[config.mk]
export PLATFORM = sky130hd
export DESIGN_NAME = xml_entity_decoder
export DESIGN_NICKNAME = d
export VERILOG_FILES = /design/src/hdl/xed_pkg.sv /design/src/hdl/xml_entity_decoder.sv /design/src/hdl/xed_decode.sv /design/src/hdl/xed_fifo.sv /design/src/hdl/xed_serial.sv
export VERILOG_INCLUDE_DIRS = /design/src /design/src/hdl
export SDC_FILE = /design/constraint.sdc
export NUM_CORES = 1
export LEC_CHECK = 0
export ABC_AREA = 0
export BUFFER_PORTS_ARGS = -buffer_cell sky130_fd_sc_hd__buf_2
export CORE_UTILIZATION = 66
export DETAILED_ROUTE_END_ITERATION = 8
export MAX_ROUTING_LAYER = met4
export PLACE_DENSITY = 0.93
export SLEW_MARGIN = 20
export SYNTH_ARGS = -nofsm -noshare
export SYNTH_HDL_FRONTEND = slang
export SYNTH_SLANG_ARGS = --single-unit
[constraint.sdc]
create_clock -name clk_i -period 10.7 [get_ports clk_i]
set_clock_uncertainty 0.15 [all_clocks]
set_input_delay 2.14 -clock clk_i [delete_from_list [all_inputs] [get_ports clk_i]]
set_output_delay 2.14 -clock clk_i [all_outputs]
set_load 0.005 [all_outputs]
[src/hdl/xml_entity_decoder_defines.svh]
// Assertion macros used by the entity decoder front end, xed_decode.
// Requires clk_i and rst_ni in the scope of each use.
`ifndef XML_ENTITY_DECODER_DEFINES_SVH
`define XML_ENTITY_DECODER_DEFINES_SVH

// Same-cycle implication, checked out of reset.
`define XED_ASSERT_IMP(label, ante, cons, msg) \
  label: assert property (@(posedge clk_i) disable iff (!rst_ni) (ante) |-> (cons)) \
    else $error(msg);

// Next-cycle implication, checked out of reset.
`define XED_ASSERT_NXT(label, ante, cons, msg) \
  label: assert property (@(posedge clk_i) disable iff (!rst_ni) (ante) |=> (cons)) \
    else $error(msg);

`endif

[src/hdl/xed_pkg.sv]
// Package for the XML entity decoder: trie node codes, character constants,
// the burst descriptor type and the trie and held-text lookup functions.
`timescale 1ns / 1ps

package xed_pkg;

  localparam int unsigned UnitW     = 16;
  localparam int unsigned NodeW     = 4;
  localparam int unsigned DescDepth = 4;
  localparam int unsigned DescPtrW  = $clog2(DescDepth);
  localparam int unsigned DescCntW  = $clog2(DescDepth + 1);

  // Trie nodes: idle, lone ampersand, then one node per held prefix.
  localparam logic [NodeW-1:0] N_IDLE = 4'd0;
  localparam logic [NodeW-1:0] N_AMP  = 4'd1;
  localparam logic [NodeW-1:0] N_A    = 4'd2;
  localparam logic [NodeW-1:0] N_AM   = 4'd3;
  localparam logic [NodeW-1:0] N_AMPL = 4'd4;
  localparam logic [NodeW-1:0] N_AP   = 4'd5;
  localparam logic [NodeW-1:0] N_APO  = 4'd6;
  localparam logic [NodeW-1:0] N_APOS = 4'd7;
  localparam logic [NodeW-1:0] N_G    = 4'd8;
  localparam logic [NodeW-1:0] N_GT   = 4'd9;
  localparam logic [NodeW-1:0] N_L    = 4'd10;
  localparam logic [NodeW-1:0] N_LT   = 4'd11;
  localparam logic [NodeW-1:0] N_Q    = 4'd12;
  localparam logic [NodeW-1:0] N_QU   = 4'd13;
  localparam logic [NodeW-1:0] N_QUO  = 4'd14;
  localparam logic [NodeW-1:0] N_QUOT = 4'd15;

  localparam logic [7:0] CH_AMP   = 8'h26;
  localparam logic [7:0] CH_SEMI  = 8'h3B;
  localparam logic [7:0] CH_GT    = 8'h3E;
  localparam logic [7:0] CH_LT    = 8'h3C;
  localparam logic [7:0] CH_APOS  = 8'h27;
  localparam logic [7:0] CH_QUOT  = 8'h22;
  localparam logic [7:0] CH_PCT   = 8'h25;
  localparam logic [7:0] CH_TWO   = 8'h32;
  localparam logic [7:0] CH_SIX   = 8'h36;
  localparam logic [7:0] CH_LA    = 8'h61;
  localparam logic [7:0] CH_LG    = 8'h67;
  localparam logic [7:0] CH_LL    = 8'h6C;
  localparam logic [7:0] CH_LM    = 8'h6D;
  localparam logic [7:0] CH_LO    = 8'h6F;
  localparam logic [7:0] CH_LP    = 8'h70;
  localparam logic [7:0] CH_LQ    = 8'h71;
  localparam logic [7:0] CH_LS    = 8'h73;
  localparam logic [7:0] CH_LT_T  = 8'h74;
  localparam logic [7:0] CH_LU    = 8'h75;

  // One burst of results: flush of an old prefix, one plain or decoded unit, flush of
  // the prefix left open at end of text. A zero node means no flush.
  typedef struct packed {
    logic             eot;
    logic [NodeW-1:0] f2_node;
    logic [UnitW-1:0] mid_unit;
    logic             mid_en;
    logic [NodeW-1:0] f1_node;
  } desc_t;

  typedef struct packed {
    logic             hit;
    logic             done;
    logic [NodeW-1:0] nxt;
    logic [7:0]       emit;
  } step_t;

  function automatic logic is_ch(logic [UnitW-1:0] c, logic [7:0] ch);
    return c == {8'h00, ch};
  endfunction

  function automatic step_t trie_step(logic [NodeW-1:0] node, logic [UnitW-1:0] c);
    step_t s;
    s = '0;
    unique case (node)
      N_AMP: begin
        if (is_ch(c, CH_LA)) begin
          s.hit = 1'b1; s.nxt = N_A;
        end else if (is_ch(c, CH_LG)) begin
          s.hit = 1'b1; s.nxt = N_G;
        end else if (is_ch(c, CH_LL)) begin
          s.hit = 1'b1; s.nxt = N_L;
        end else if (is_ch(c, CH_LQ)) begin
          s.hit = 1'b1; s.nxt = N_Q;
        end
      end
      N_A: begin
        if (is_ch(c, CH_LM)) begin
          s.hit = 1'b1; s.nxt = N_AM;
        end else if (is_ch(c, CH_LP)) begin
          s.hit = 1'b1; s.nxt = N_AP;
        end
      end
      N_AM:   if (is_ch(c, CH_LP))   begin s.hit = 1'b1; s.nxt = N_AMPL; end
      N_AP:   if (is_ch(c, CH_LO))   begin s.hit = 1'b1; s.nxt = N_APO;  end
      N_APO:  if (is_ch(c, CH_LS))   begin s.hit = 1'b1; s.nxt = N_APOS; end
      N_G:    if (is_ch(c, CH_LT_T)) begin s.hit = 1'b1; s.nxt = N_GT;   end
      N_L:    if (is_ch(c, CH_LT_T)) begin s.hit = 1'b1; s.nxt = N_LT;   end
      N_Q:    if (is_ch(c, CH_LU))   begin s.hit = 1'b1; s.nxt = N_QU;   end
      N_QU:   if (is_ch(c, CH_LO))   begin s.hit = 1'b1; s.nxt = N_QUO;  end
      N_QUO:  if (is_ch(c, CH_LT_T)) begin s.hit = 1'b1; s.nxt = N_QUOT; end
      N_AMPL: if (is_ch(c, CH_SEMI)) begin s.hit = 1'b1; s.done = 1'b1; s.emit = CH_AMP;  end
      N_APOS: if (is_ch(c, CH_SEMI)) begin s.hit = 1'b1; s.done = 1'b1; s.emit = CH_APOS; end
      N_GT:   if (is_ch(c, CH_SEMI)) begin s.hit = 1'b1; s.done = 1'b1; s.emit = CH_GT;   end
      N_LT:   if (is_ch(c, CH_SEMI)) begin s.hit = 1'b1; s.done = 1'b1; s.emit = CH_LT;   end
      N_QUOT: if (is_ch(c, CH_SEMI)) begin s.hit = 1'b1; s.done = 1'b1; s.emit = CH_QUOT; end
      default: s = '0;
    endcase
    return s;
  endfunction

  // Letters held after the ampersand, first letter in the low byte.
  function automatic logic [31:0] held_word(logic [NodeW-1:0] node);
    logic [31:0] w;
    w = '0;
    unique case (node)
      N_A:     w = {24'h0, CH_LA};
      N_AM:    w = {16'h0, CH_LM, CH_LA};
      N_AMPL:  w = {8'h0, CH_LP, CH_LM, CH_LA};
      N_AP:    w = {16'h0, CH_LP, CH_LA};
      N_APO:   w = {8'h0, CH_LO, CH_LP, CH_LA};
      N_APOS:  w = {CH_LS, CH_LO, CH_LP, CH_LA};
      N_G:     w = {24'h0, CH_LG};
      N_GT:    w = {16'h0, CH_LT_T, CH_LG};
      N_L:     w = {24'h0, CH_LL};
      N_LT:    w = {16'h0, CH_LT_T, CH_LL};
      N_Q:     w = {24'h0, CH_LQ};
      N_QU:    w = {16'h0, CH_LU, CH_LQ};
      N_QUO:   w = {8'h0, CH_LO, CH_LU, CH_LQ};
      N_QUOT:  w = {CH_LT_T, CH_LO, CH_LU, CH_LQ};
      default: w = '0;
    endcase
    return w;
  endfunction

  function automatic logic [2:0] held_len(logic [NodeW-1:0] node);
    logic [2:0] n;
    n = 3'd0;
    unique case (node)
      N_A, N_G, N_L, N_Q:                   n = 3'd1;
      N_AM, N_AP, N_GT, N_LT, N_QU:         n = 3'd2;
      N_AMPL, N_APO, N_QUO:                 n = 3'd3;
      N_APOS, N_QUOT:                       n = 3'd4;
      default:                              n = 3'd0;
    endcase
    return n;
  endfunction

endpackage

[src/hdl/xml_entity_decoder.sv]
// An accepted word is registered in the burst queue, then in the serialiser.
// Throughput: one input word a cycle while each word gives at most one result and
// the receiver is ready; the serialiser moves one output word a cycle while it is.
// A word with a failed entity gives up to ten results; a four-deep burst queue
// absorbs these and tready drops only when the queue is full.
// Reset is asynchronous and active low; it empties the queue and idles the matcher.
`timescale 1ns / 1ps

module xml_entity_decoder import xed_pkg::*; (
  input  logic        clk_i,
  input  logic        rst_ni,
  // Input stream.
  input  logic        s_axis_tvalid,
  output logic        s_axis_tready,
  input  logic [15:0] s_axis_tdata,   // [15:0] code_unit
  input  logic        s_axis_tlast,   // end_of_text
  // Output stream.
  output logic        m_axis_tvalid,
  input  logic        m_axis_tready,
  output logic [15:0] m_axis_tdata,   // [15:0] out_unit
  output logic        m_axis_tlast,   // run_last: last result of one input word
  output logic        m_axis_tuser    // [0] text_done
);

  logic  accept;
  logic  push;
  logic  pop;
  logic  q_empty, q_full;
  desc_t desc_in, desc_head;

  // A word is taken whenever the burst queue has room. The decoder turns it
  // into a compact burst descriptor in the same cycle and updates its trie
  // node, so the next word can follow straight away.
  assign s_axis_tready = !q_full;
  assign accept        = s_axis_tvalid && s_axis_tready;

  xed_decode u_decode (
    .clk_i       (clk_i),
    .rst_ni      (rst_ni),
    .accept_i    (accept),
    .code_unit_i (s_axis_tdata),
    .eot_i       (s_axis_tlast),
    .push_o      (push),
    .desc_o      (desc_in)
  );

  // The queue parts the two sides: the input keeps flowing while a long
  // burst drains at the output.
  xed_fifo u_fifo (
    .clk_i   (clk_i),
    .rst_ni  (rst_ni),
    .push_i  (push),
    .wdata_i (desc_in),
    .pop_i   (pop),
    .rdata_o (desc_head),
    .empty_o (q_empty),
    .full_o  (q_full)
  );

  // The serialiser holds one descriptor and walks its flushes and its middle unit.
  // It loads the next descriptor in the cycle its last word is taken.
  xed_serial u_serial (
    .clk_i        (clk_i),
    .rst_ni       (rst_ni),
    .head_i       (desc_head),
    .head_valid_i (!q_empty),
    .pop_o        (pop),
    .valid_o      (m_axis_tvalid),
    .ready_i      (m_axis_tready),
    .unit_o       (m_axis_tdata),
    .last_o       (m_axis_tlast),
    .done_o       (m_axis_tuser)
  );

endmodule

[src/hdl/xed_decode.sv]
// Entity decoder front end: trie match state and burst descriptor build.
// Depends on xed_pkg and the assertion macro header.
`timescale 1ns / 1ps
`include "xml_entity_decoder_defines.svh"

module xed_decode import xed_pkg::*; (
  input  logic             clk_i,
  input  logic             rst_ni,
  input  logic             accept_i,
  input  logic [UnitW-1:0] code_unit_i,
  input  logic             eot_i,
  output logic             push_o,
  output desc_t            desc_o
);

  logic [NodeW-1:0] node_q, node_d;
  logic [NodeW-1:0] nxt;
  step_t            step;
  desc_t            d;

  always_comb begin
    step = trie_step(node_q, code_unit_i);
    d    = '0;
    nxt  = N_IDLE;
    d.eot = eot_i;
    if (node_q != N_IDLE && step.hit) begin
      if (step.done) begin
        d.mid_en   = 1'b1;
        d.mid_unit = {8'h00, step.emit};
      end else begin
        nxt = step.nxt;
      end
    end else begin
      // A failed prefix is flushed first; the unit is then taken from idle.
      if (node_q != N_IDLE) begin
        d.f1_node = node_q;
      end
      if (is_ch(code_unit_i, CH_AMP)) begin
        nxt = N_AMP;
      end else begin
        d.mid_en   = 1'b1;
        d.mid_unit = code_unit_i;
      end
    end
    if (eot_i && nxt != N_IDLE) begin
      d.f2_node = nxt;
      nxt       = N_IDLE;
    end
    node_d = accept_i ? nxt : node_q;
  end

  assign desc_o = d;
  assign push_o = accept_i && (d.f1_node != N_IDLE || d.mid_en || d.f2_node != N_IDLE);

  always_ff @(posedge clk_i or negedge rst_ni) begin
    if (!rst_ni) begin
      node_q <= N_IDLE;
    end else begin
      node_q <= node_d;
    end
  end

  `XED_ASSERT_NXT(a_eot_idle, accept_i && eot_i, node_q == N_IDLE, "open match after end of text")
  `XED_ASSERT_IMP(a_eot_push, accept_i && eot_i, push_o, "end of text gave no result")
  `XED_ASSERT_IMP(a_flush_order, push_o && desc_o.f1_node != N_IDLE && desc_o.f2_node != N_IDLE,
                  desc_o.f2_node == N_AMP && !desc_o.mid_en, "bad double flush")

endmodule

[src/hdl/xed_fifo.sv]
// Small queue of burst descriptors between the decoder and the serialiser.
// Depends on xed_pkg.
`timescale 1ns / 1ps

module xed_fifo import xed_pkg::*; (
  input  logic  clk_i,
  input  logic  rst_ni,
  input  logic  push_i,
  input  desc_t wdata_i,
  input  logic  pop_i,
  output desc_t rdata_o,
  output logic  empty_o,
  output logic  full_o
);

  desc_t                mem_q [DescDepth];
  logic [DescPtrW-1:0]  wr_ptr_q, rd_ptr_q;
  logic [DescCntW-1:0]  cnt_q;
  logic                 do_push, do_pop;

  assign empty_o = cnt_q == DescCntW'(0);
  assign full_o  = cnt_q == DescCntW'(DescDepth);
  assign do_push = push_i && !full_o;
  assign do_pop  = pop_i && !empty_o;
  assign rdata_o = mem_q[rd_ptr_q];

  always_ff @(posedge clk_i) begin
    if (do_push) begin
      mem_q[wr_ptr_q] <= wdata_i;
    end
  end

  always_ff @(posedge clk_i or negedge rst_ni) begin
    if (!rst_ni) begin
      wr_ptr_q <= '0;
      rd_ptr_q <= '0;
      cnt_q    <= '0;
    end else begin
      if (do_push) begin
        wr_ptr_q <= wr_ptr_q + DescPtrW'(1);
      end
      if (do_pop) begin
        rd_ptr_q <= rd_ptr_q + DescPtrW'(1);
      end
      if (do_push && !do_pop) begin
        cnt_q <= cnt_q + DescCntW'(1);
      end else if (do_pop && !do_push) begin
        cnt_q <= cnt_q - DescCntW'(1);
      end
    end
  end

endmodule

[src/hdl/xed_serial.sv]
// Serialiser: expands one burst descriptor into output words, one a cycle while ready_i is high.
// Depends on xed_pkg.
`timescale 1ns / 1ps

module xed_serial import xed_pkg::*; (
  input  logic             clk_i,
  input  logic             rst_ni,
  input  desc_t            head_i,
  input  logic             head_valid_i,
  output logic             pop_o,
  output logic             valid_o,
  input  logic             ready_i,
  output logic [UnitW-1:0] unit_o,
  output logic             last_o,
  output logic             done_o
);

  localparam logic [1:0] SEG_F1  = 2'd0;
  localparam logic [1:0] SEG_MID = 2'd1;
  localparam logic [1:0] SEG_F2  = 2'd2;

  desc_t            cur_q, cur_d;
  logic             cur_valid_q, cur_valid_d;
  logic [1:0]       seg_q, seg_d;
  logic [2:0]       pos_q, pos_d;
  logic [NodeW-1:0] fnode;
  logic [2:0]       hidx;
  logic [31:0]      hword;
  logic             seg_end, has_next, fire, load;
  logic [1:0]       next_seg, first_seg;

  always_comb begin
    fnode = (seg_q == SEG_F1) ? cur_q.f1_node : cur_q.f2_node;
    hword = held_word(fnode);
    hidx  = pos_q - 3'd3;
    unit_o = cur_q.mid_unit;
    unique case (pos_q)
      3'd0:    unit_o = {8'h00, CH_PCT};
      3'd1:    unit_o = {8'h00, CH_TWO};
      3'd2:    unit_o = {8'h00, CH_SIX};
      default: unit_o = {8'h00, hword[8*hidx[1:0] +: 8]};
    endcase
    if (seg_q == SEG_MID) begin
      unit_o = cur_q.mid_unit;
    end
    seg_end = (seg_q == SEG_MID) || (pos_q == held_len(fnode) + 3'd2);

    has_next = 1'b0;
    next_seg = SEG_F2;
    if (seg_q == SEG_F1 && cur_q.mid_en) begin
      has_next = 1'b1;
      next_seg = SEG_MID;
    end else if (seg_q != SEG_F2 && cur_q.f2_node != N_IDLE) begin
      has_next = 1'b1;
      next_seg = SEG_F2;
    end

    first_seg = (head_i.f1_node != N_IDLE) ? SEG_F1 :
                (head_i.mid_en ? SEG_MID : SEG_F2);
  end

  assign valid_o = cur_valid_q;
  assign last_o  = seg_end && !has_next;
  assign done_o  = last_o && cur_q.eot;
  assign fire    = cur_valid_q && ready_i;
  assign load    = head_valid_i && (!cur_valid_q || (fire && last_o));
  assign pop_o   = load;

  always_comb begin
    cur_d       = cur_q;
    cur_valid_d = cur_valid_q;
    seg_d       = seg_q;
    pos_d       = pos_q;
    if (load) begin
      cur_d       = head_i;
      cur_valid_d = 1'b1;
      seg_d       = first_seg;
      pos_d       = 3'd0;
    end else if (fire) begin
      if (last_o) begin
        cur_valid_d = 1'b0;
      end else if (seg_end) begin
        seg_d = next_seg;
        pos_d = 3'd0;
      end else begin
        pos_d = pos_q + 3'd1;
      end
    end
  end

  always_ff @(posedge clk_i) begin
    cur_q <= cur_d;
  end

  always_ff @(posedge clk_i or negedge rst_ni) begin
    if (!rst_ni) begin
      cur_valid_q <= 1'b0;
      seg_q       <= SEG_F1;
      pos_q       <= 3'd0;
    end else begin
      cur_valid_q <= cur_valid_d;
      seg_q       <= seg_d;
      pos_q       <= pos_d;
    end
  end

endmodule

==> impl_results.md <==
- Avg Vias per Cell: between 6 and 7
- Post-CTS setup buffer count: 0
- Worst path slowest cell: dfrtp_1
- Leading area contributor after synthesis: edfxtp_1
- Largest net degree at the start of global routing: 29
- Clock Pin Slew Worst Setup and Hold Paths: about 60 ps
- Die area: 11600 sq um
- First-pass GRT wire length: 28100 um
- CP Launch Type: register
- Synth Area in Adders: 2.66%
- Total global-route track usage: about a third
- Fillers: 648
- Synth top area cells: edfxtp_1, mux4_2, dfrtp_1
- Internal: 1.41 mW
- CP bufs+invs: 3
- Non-Filler Instances: 740
- # rows: 38
- Final setup fails: 0
- CP Capture Type: output port
- Final Hold Viols: 0
- Placer congestion estimate: approximately 0.9
- Die W: 107 um
- Critical Path AT: about 4200 ps
- Crit path capture: m_axis_tuser
- Final worst path period share: about three fifths
- Post-synth top cells: edfxtp_1, nand2_1, nor2_1, clkbuf_1, mux4_2
- Mapped Area: 7340 sq um
- Rel. slew slack: 25.2%
- Largest family of logic cells by synthesized area: simple AND/OR/NAND/NOR gates
- CTS tree: yes
- Total negative slack: 0 ps
- Ys async rst share: 11.6%
- Detailed-route wire length: around 18000 um
- HP Class: reg2reg
- Sequential-to-total area share from yosys stat: 58.9%
- Worst flop-to-flop path startpoint: u_serial.seg_q[0]$_DFFE_PN0P_
- Worst Hold Slack: 369 ps
- Outcome: complete, but fails checks
- Detailed-placement wirelength estimate: 12000 um
- Post-synth top area share: 53.2%
- Clock Latency Late Sink: 530 ps
- H-tree depth: 4
- Worst path cell trace: nor2_1, mux2i_1, inv_1, ha_1, inv_1, a21oi_1, o311ai_0, xnor2_1, a41oi_1, nor2_1, and2_1, buf_2
- Remaining global-route overflow: 0
- R2r setup slk: 5160 ps
- CTS Hold Bufs: 0
- Clock sinks: 147
- Initial DRC count: 540
- Cell variety after synth: 75
- Compound-cell area share of the yosys netlist: under 10%
- Minimum clock period: ~6500 ps
- Antenna violations before repair: 0
- DIE HEIGHT: 107 um
- Max-slew violations: 0
- Share of layout cells above drive strength 1: 21.8%
- Failing checks: DRC
- Vias in the first global route: 5066
- Hold depth: 1
- # DRC: 2
- Register area: 4330 sq um
- Kind of cell adding the most delay to the critical path: compound AO/OA/AOI/OAI gates
- Reg power frac: 39.8%
- Gate power share: 32.8%
- CTS max path bufs: 2
- Critical Path RT: between 8000 and 9000 ps
- Post-synthesis simple-gate area fraction: ~15%
- PortBufs: 40
- Crit path launch: u_serial.seg_q[0]$_DFFE_PN0P_
- Reg2Reg Depth: 12
- VDD IR-drop max: approximately 190 uV
- Fmax: 155 MHz
- Nets: between 600 and 700
- Total chip power: 2.15 mW
- Ys flop type: edfxtp_1
- Pre-Repair DR Iteration Count: 7
- Vias: 5073
- Core Box Area: between 10000 and 15000 sq um
- Total CTS buffers: 17
- Mean area per synthesized cell: about 13 sq um
- Crit-path max FO: 15
- Placed Cells: 708
- Max stage delay on crit path: between 500 and 600 ps
- Cts repair resizes: 0
- Yosys warnings: 0
- Worst-margin pin slew: 1120 ps
- Stages on worst setup path: 12
- Cell Pwr Density: 263 nW/um^2
- Syn nets: 597
- RSZ-0062 raised after global routing: no
- Synth Area in XOR/XNOR: 0.954%
- Antenna cells: 0
- Switching Fraction: 34.6%
- Antenna Nets Post-Route: 0
- Most common cell in the netlist: edfxtp_1
- Net Sw Power: 0.745 mW
- # IOs: 41
- Lkg Pwr: roughly 3.0 nW
- Post-synthesis register bit count: around 150
- Total of max-cap violations: 0
- Initial Util: between 60% and 70%
- Mux share of post-synthesis cell area: 9.64%
- Area occupied by multi-input gates: around 2800 sq um
- Clock Tree Root: clkbuf_8
- Area grow syn2layout: 11.4%
- Average wire per standard cell: 24.9 um
- Post-Synthesis Cells: 561
- Reg2Reg Capture Point: u_serial.cur_q[18]$_DFFE_PP_
- Clock share of power: 27.4%
- Post-synth EDFFs: 130
- CP Class: reg2out
==> cell type report <==
type,instances,share of cell area [%]
Clock inverter,15,2.06
Inverter,20,0.917
Timing Repair Buffer,43,2.72
Clock buffer,17,5.06
Sequential cell,147,52.9
Multi-Input combinational cell,358,34.2
Tap cell,140,2.14
==> cells in the final DEF (no fill, tap or decap), types with 14 or more instances in the layout <==
cell	Yosys	layout
clkbuf_16	0	16
a21oi_1	23	23
nor2_1	39	39
buf_2	3	40
ha_1	14	14
nand2_1	39	39
and2_1	21	21
dfrtp_1	17	17
o21ai_0	18	18
mux4_2	26	26
inv_1	20	20
edfxtp_1	130	130
==> worst register-to-register path, delay by kind of cell, from the launching register on <==
family / cells / cell delay (ps)
simple gates: 2 / 760
compound gates: 4 / 1460
mux: 1 / 500
flops: 1 / 520
buf+inv: 3 / 1240
xor+xnor: 1 / 180
fa+ha+maj: 1 / 320
==> cells by family (layout without fill, tap and decap cells) <==
group | Yosys count | in the layout
flops | 147 | 147
compound gates | 98 | 98
mux | 37 | 37
xor+xnor | 8 | 8
fa+ha+maj | 15 | 15
buf+inv | 56 | 95
simple gates | 200 | 200
==> worst min-delay path by stage <==
stage	start	slack [ps]	endpoint
4_1_cts	u_fifo.cnt_q[2]$_DFFE_PN0P_	360	u_fifo.cnt_q[2]$_DFFE_PN0P_
3_5_place_dp	u_fifo.cnt_q[2]$_DFFE_PN0P_	350	u_fifo.cnt_q[2]$_DFFE_PN0P_
3_3_place_gp	u_fifo.cnt_q[2]$_DFFE_PN0P_	340	u_fifo.cnt_q[2]$_DFFE_PN0P_
6_report	u_fifo.cnt_q[2]$_DFFE_PN0P_	370	u_fifo.cnt_q[2]$_DFFE_PN0P_
2_1_floorplan	u_fifo.cnt_q[2]$_DFFE_PN0P_	330	u_fifo.cnt_q[2]$_DFFE_PN0P_
5_1_grt	u_fifo.cnt_q[2]$_DFFE_PN0P_	390	u_fifo.cnt_q[2]$_DFFE_PN0P_
==> per-layer routing <==
layer | wire length [um] | track usage, % | vias to the layer above
met5 | 0 | - | -
met4 | 726 | 16.1 | 0
met3 | 1300 | 7.08 | 58
met2 | 9260 | 55.9 | 293
met1 | 7090 | 43.5 | 2502
li1 | - | - | 2220
==> power groups by stage <==
stage	Clock [mW]	Sequential [mW]	Combinational, mW
after floorplan	0	0.822	0.504
after global placement	0	0.844	0.647
after detailed placement	0	0.859	0.682
after CTS	0.591	0.853	0.702
after global routing	0.617	0.866	0.761
final	0.589	0.856	0.706
==> state kept, by name, indices dropped and copies added (netlist names) <==
| register | count |
|---|---|
| u_fifo.wr_ptr_q | 2 |
| u_fifo.rd_ptr_q | 2 |
| u_fifo.cnt_q | 3 |
| u_serial.cur_q | 26 |
| u_serial.seg_q | 2 |
| u_serial.valid_o | 1 |
| u_fifo.mem_q | 104 |
| u_serial.pos_q | 3 |
| u_decode.node_q | 4 |
==> stage by stage <==
step	instance area, sq um	setup slack, ps	utilization (%)
final	8180	4230	75.5
after global routing	8180	3800	75.5
after CTS	8180	4250	75.5
after detailed placement	7600	4620	70.1
after global placement	7600	4730	70.1
after floorplan	7340	5020	-
Power figures use the tool's default switching activity.
